===== src/sv/vrt_pkg.sv =====
`timescale 1ns / 1ps
package vrt_pkg;
	localparam int GridBits = 5;
	localparam int FracBits = 8;
	localparam int OrgW = GridBits + FracBits;
	localparam int TW = FracBits + 16;
	localparam int DistW = 14;
	localparam int MapAw = 3 * GridBits;
	localparam int CellW = GridBits + 4;
	localparam int NumW = 15 + FracBits;
	localparam int DivSteps = NumW;
	localparam int DivCntW = $clog2(DivSteps + 1);
	localparam logic [DistW-1:0] MaxDistReset = DistW'(2560);
	localparam logic [TW-1:0] TSat = {TW{1'b1}};

	typedef enum logic [2:0] {
		ST_IDLE,
		ST_CLEAR,
		ST_DIV,
		ST_READ,
		ST_TEST,
		ST_DONE
	} state_t;

	typedef struct packed {
		logic clear_step;
		logic load;
		logic div_start;
		logic div_step;
		logic read;
		logic advance;
		logic finish;
	} cmd_t;

	typedef struct packed {
		logic clear_done;
		logic div_done;
		logic solid;
		logic below;
	} stat_t;
endpackage


===== src/sv/vrt_ctrl.sv =====
`timescale 1ns / 1ps
module vrt_ctrl (
	input  logic clk,
	input  logic arst_n,
	input  logic accept,
	input  logic mode,
	input  vrt_pkg::stat_t st,
	output vrt_pkg::cmd_t cmd,
	output logic busy
);
	import vrt_pkg::*;

	state_t state_q, state_n;

	always_ff @(posedge clk or negedge arst_n) begin
		if (!arst_n) state_q <= ST_CLEAR;
		else state_q <= state_n;
	end

	always_comb begin
		state_n = state_q;
		case (state_q)
			ST_CLEAR: if (st.clear_done) state_n = ST_IDLE;
			ST_IDLE: if (accept && mode) state_n = ST_DIV;
			ST_DIV: if (st.div_done) state_n = ST_READ;
			ST_READ: state_n = ST_TEST;
			ST_TEST: begin
				if (!st.below || st.solid) state_n = ST_DONE;
				else state_n = ST_READ;
			end
			ST_DONE: state_n = ST_IDLE;
			default: state_n = ST_IDLE;
		endcase
	end

	always_comb begin
		cmd = '0;
		busy = 1'b1;
		case (state_q)
			ST_CLEAR: cmd.clear_step = 1'b1;
			ST_IDLE: begin
				busy = 1'b0;
				cmd.load = accept;
				cmd.div_start = accept && mode;
			end
			ST_DIV: cmd.div_step = 1'b1;
			ST_READ: cmd.read = 1'b1;
			ST_TEST: cmd.advance = st.below && !st.solid;
			ST_DONE: cmd.finish = 1'b1;
			default: busy = 1'b1;
		endcase
	end
endmodule


===== config.mk =====
export PLATFORM = sky130hd
export DESIGN_NAME = vrt_ctrl
export DESIGN_NICKNAME = d
export VERILOG_FILES = /design/src/sv/vrt_pkg.sv /design/src/sv/vrt_ctrl.sv
export SDC_FILE = /design/constraint.sdc
export NUM_CORES = 1
export LEC_CHECK = 0
export ABC_AREA = 0
export BUFFER_PORTS_ARGS = -buffer_cell sky130_fd_sc_hd__buf_2
export CAP_MARGIN = 10
export CORE_AREA = 2 2 39 41
export DETAILED_ROUTE_END_ITERATION = 10
export DIE_AREA = 0 0 41 43
export PLACE_DENSITY_LB_ADDON = 0.1
export SYNTH_ARGS = -nofsm -noshare
export SYNTH_HDL_FRONTEND = slang
export SYNTH_SLANG_ARGS = --single-unit

===== constraint.sdc =====
create_clock -name clk -period 2.69 [get_ports clk]
set_clock_uncertainty 0.2 [all_clocks]
set_input_delay 0.1345 -clock clk [delete_from_list [all_inputs] [get_ports clk]]
set_output_delay 0.1345 -clock clk [all_outputs]
set_load 0.1 [all_outputs]

# --- Word-level counts from Yosys, hierarchy flattened ---
# Index checks and enable logic that the tools add are counted.
totals:
  input_bits: 8
  regBits: 3
  output_inout_bits: 8
  wordCells: 28
op_classes:
  muxes: 12
  eq_ne: 8
  reduce_logical: 7
ops:
  columns: ["op", "n"]
  rows:
  - ["$pmux 3 s5", 1]
  - ["$mux 3", 4]
  - ["$eq 3x2->1 const B", 2]
  - ["$eq 3x3->1 const B", 2]
  - ["$mux 1", 6]
  - ["$ne 2x2->1 const B", 3]
  - ["$eq 3x1->1 const B", 1]
  - ["$logic_not 3->1", 1]
  - ["$reduce_and 3->1", 1]
  - ["$logic_and 1x1->1", 2]
  - ["$logic_not 1->1", 2]
  - ["$mux 2", 1]
  - ["$logic_or 1x1->1", 1]

# --- Longest topological paths before layout ---
depth:
  ltp_word: 4
  depth_mapped: 2
  depth_no_buf: 2

# --- Least setup slack after synthesis ---
# No wires, ideal clock.
synth_path:
  kind: "register -> register"
  start: "register state_q[1]"
  end: "register state_q[0]"
  slack_ns: -0.599
  path_stages_with_launch: 3
  required_ns: 2.422
  n_path_buf: 0
  t_arrival_ns: 3.021
  setup_time_ns: 0.068
  synth_period_minus_slack_ns: 3.289
  cell_sequence: "dfrtp_1 > nor3b_1 > a211o_1"
synth_via:
  elab_chain_cells: 3
  word_cells_on_any_way: 10
  classes_between: "eq/ne: 7; mux: 1; reduce/logical: 2"
synth_rtl:
  columns: ["element", "line_no", "rtl"]
  rows:
  - ["from (decl)", "vrt_ctrl.sv:13", "state_t state_q, state_n;"]
  - ["from (signal assigned)", "vrt_ctrl.sv:17", "else state_q <= state_n;"]
  - ["$eq 3x1->1 (tied with other cells)", "vrt_ctrl.sv:22", "case (state_q)"]
  - ["$ne 2x2->1 (no source line)", null, null]
  - ["$reduce_and 3->1 (no source line)", null, null]
# Parallel ways exist; a longest one is shown, timed or not.
# A chain may end at the register's enable or synchronous reset.

==> out/results.txt <==
RSZ-0062 raised after global routing - false
Initial Util - 14.1%
final hold vios - 0
Initial DRT Pass Iterations - 1
Max stage delay on crit path - 0.45 ns
CTS Sinks - 3
Tightest Pin Transition - 0.489 ns
min Tclk post-route - 1.99 ns
Synth cell types - 15
core area - 1380 um2
DIE WIDTH - 41 um
layout cell share with drive strength beyond 1 - 50.0%
R2R setup slack - 1.38 ns
average wire per standard cell - 9.29 um
largest registers - state_q (3)
Final #Nets - 51
footprint of the multi-input gates - 125 um2
initial antenna violation count - 0
Setup Buffers After CTS - 0
status - complete, no violations
critical path's top delay family - simple AND/OR/NAND/NOR gates
DP HPWL - 428 um
Post-synth EDFFs - 0
max_cap viols - 0
Die ar. - 1760 um2
port bufs - 15
max reg flops - 3
# rows - 14
Die Ht - 43 um
post-synthesis async set-or-reset flop share - 100%
Worst slew margin - 67.6%
I/O pin cnt - 16
Syn. warnings - 0
post-synth top area share - 25.6%
part of the Yosys area used for sequential elements - 39.1%
Final Util - 25.0%
fillers - 164
Iter 0 DRT Violations - 0
Register Area - 76.3 um2
gr ovfl total - 0
final instance area - 347 um2
FF+latch count, synth - 3
FF-to-FF End - state_q[1]$_DFFE_PN0P_
Syn Area/Cell - 9.29 um2
Slew Limit Fails - 0
Worst Setup End Kind - output pin
Post-Syn Instances - 21
reg2reg start - state_q[1]$_DFFE_PN0P_
drt via density - 4.14
cts bufs inserted - 3
routed wire length - 539 um
Top reg by flops - state_q
crit-path max FO - 9
f_max - 502 MHz
top_reg_cell synth - dfrtp_1
setup violators final - 0
vias in the first global route - 216
largest net degree at the start of global routing - 10
PostCTS Resize Cnt - 0
leading area contributor after synthesis - dfrtp_1
period utilisation layout - 74.0%
Total GRT Usage - 7.26%
DR DRC count - 0
first-pass GRT wire length - 814 um
CTS tree - yes
worst path bufs/invs - 1
Data required, critical path - 2.36 ns
Final ANT Viol Nets - 0
startpoint types - register
CP Data Arrival Time - 1.66 ns
total nets after synthesis - 29
CP max stage cell - dfrtp_1
H-tree Lvls - 1
clock buffer depth - 2
Synth top cells by count - nor2_1 (3), nor3b_1 (3), and3b_1 (2), dfrtp_1 (2)
latest clock arrival within the worst-skew pair - 0.23 ns
R2R depth - 2
DR vias - 240
Synth Cell Area - 195 um2
total negative slack - 0 ns
worst path cell trace - or3_1, nor2_1, buf_2
Synth area leaders - dfrtp_1 (26%), dfstp_2 (13%), nor3b_1 (12%)
Crit Path Category - reg2out
antenna cells - 0
Hold WC Path Type - in2async
Layout area overhead - 77.6%
gpl congestion - 0.630
dpl cell area - 300 um2
clk root buf - clkbuf_4
Reg clk slew, reported paths - 0.04 ns
per-layer routing:
metal  global-route usage [%]  vias to the layer above  wire [um]
li1                         -                      121          -
met1                     7.17                      111        185
met3                     4.71                        0         41
met5                        0                        -          0
met4                     6.00                        0          0
met2                     10.0                        8        312
worst max-delay path by stage:
| stage | startpoint | end | cells past startpoint |
|---|---|---|---|
| finish | state_q[1]$_DFFE_PN0P_ | cmd[4] | 3 |
| global route | state_q[1]$_DFFE_PN0P_ | cmd[5] | 3 |
| CTS | state_q[1]$_DFFE_PN0P_ | cmd[5] | 3 |
| detailed placement | state_q[1]$_DFFE_PN0P_ | cmd[5] | 3 |
| global placement | state_q[1]$_DFFE_PN0P_ | cmd[4] | 3 |
| floorplan | state_q[1]$_DFFE_PN0P_ | cmd[4] | 2 |
cell families after synthesis:
| kind of cell | synth area share [%] |
|---|---|
| compound gates | 15.4 |
| buf+inv | 1.92 |
| flops | 39.1 |
| simple gates | 43.6 |
metrics by stage:
step | instances | hold slack, ns | worst slack (ns)
after global routing | 58 | 0.0278 | 0.623
after detailed placement | 52 | -0.268 | 0.931
after floorplan | 21 | -0.361 | -0.306
after CTS | 58 | 0.0137 | 0.678
after global placement | 52 | -0.268 | 0.958
final | 58 | 0.0222 | 0.699
layout by cell type, fill, tap and decap left out:
cell / instances
a211o_1: 1
a21o_1: 1
a21oi_1: 1
and3b_1: 2
buf_2: 15
clkbuf_1: 1
clkbuf_4: 3
dfrtp_1: 2
dfstp_2: 1
dlygate4sd3_1: 2
inv_1: 1
nand2_1: 1
nand2b_1: 1
nor2_1: 3
nor3b_1: 1
nor3b_2: 2
nor4b_1: 1
o32ai_1: 1
or3_1: 1
or3b_1: 1
timing repair:
item / 4_1_cts / 5_1_grt
endpoints found under the hold margin: 4 / 0
hold buffers: 2 / 0
endpoints found under the setup margin: 0 / 0
final cells by class:
class / instances / share of cell area [%]
Timing Repair Buffer: 17 / 27.4
Tap cell: 16 / 5.78
Inverter: 1 / 1.08
Clock buffer: 4 / 7.58
Sequential cell: 3 / 22.0
Multi-Input combinational cell: 17 / 36.1
Power is not shown: default switching activity piles up to over one toggle a cycle in this logic, so the estimate is an artifact.
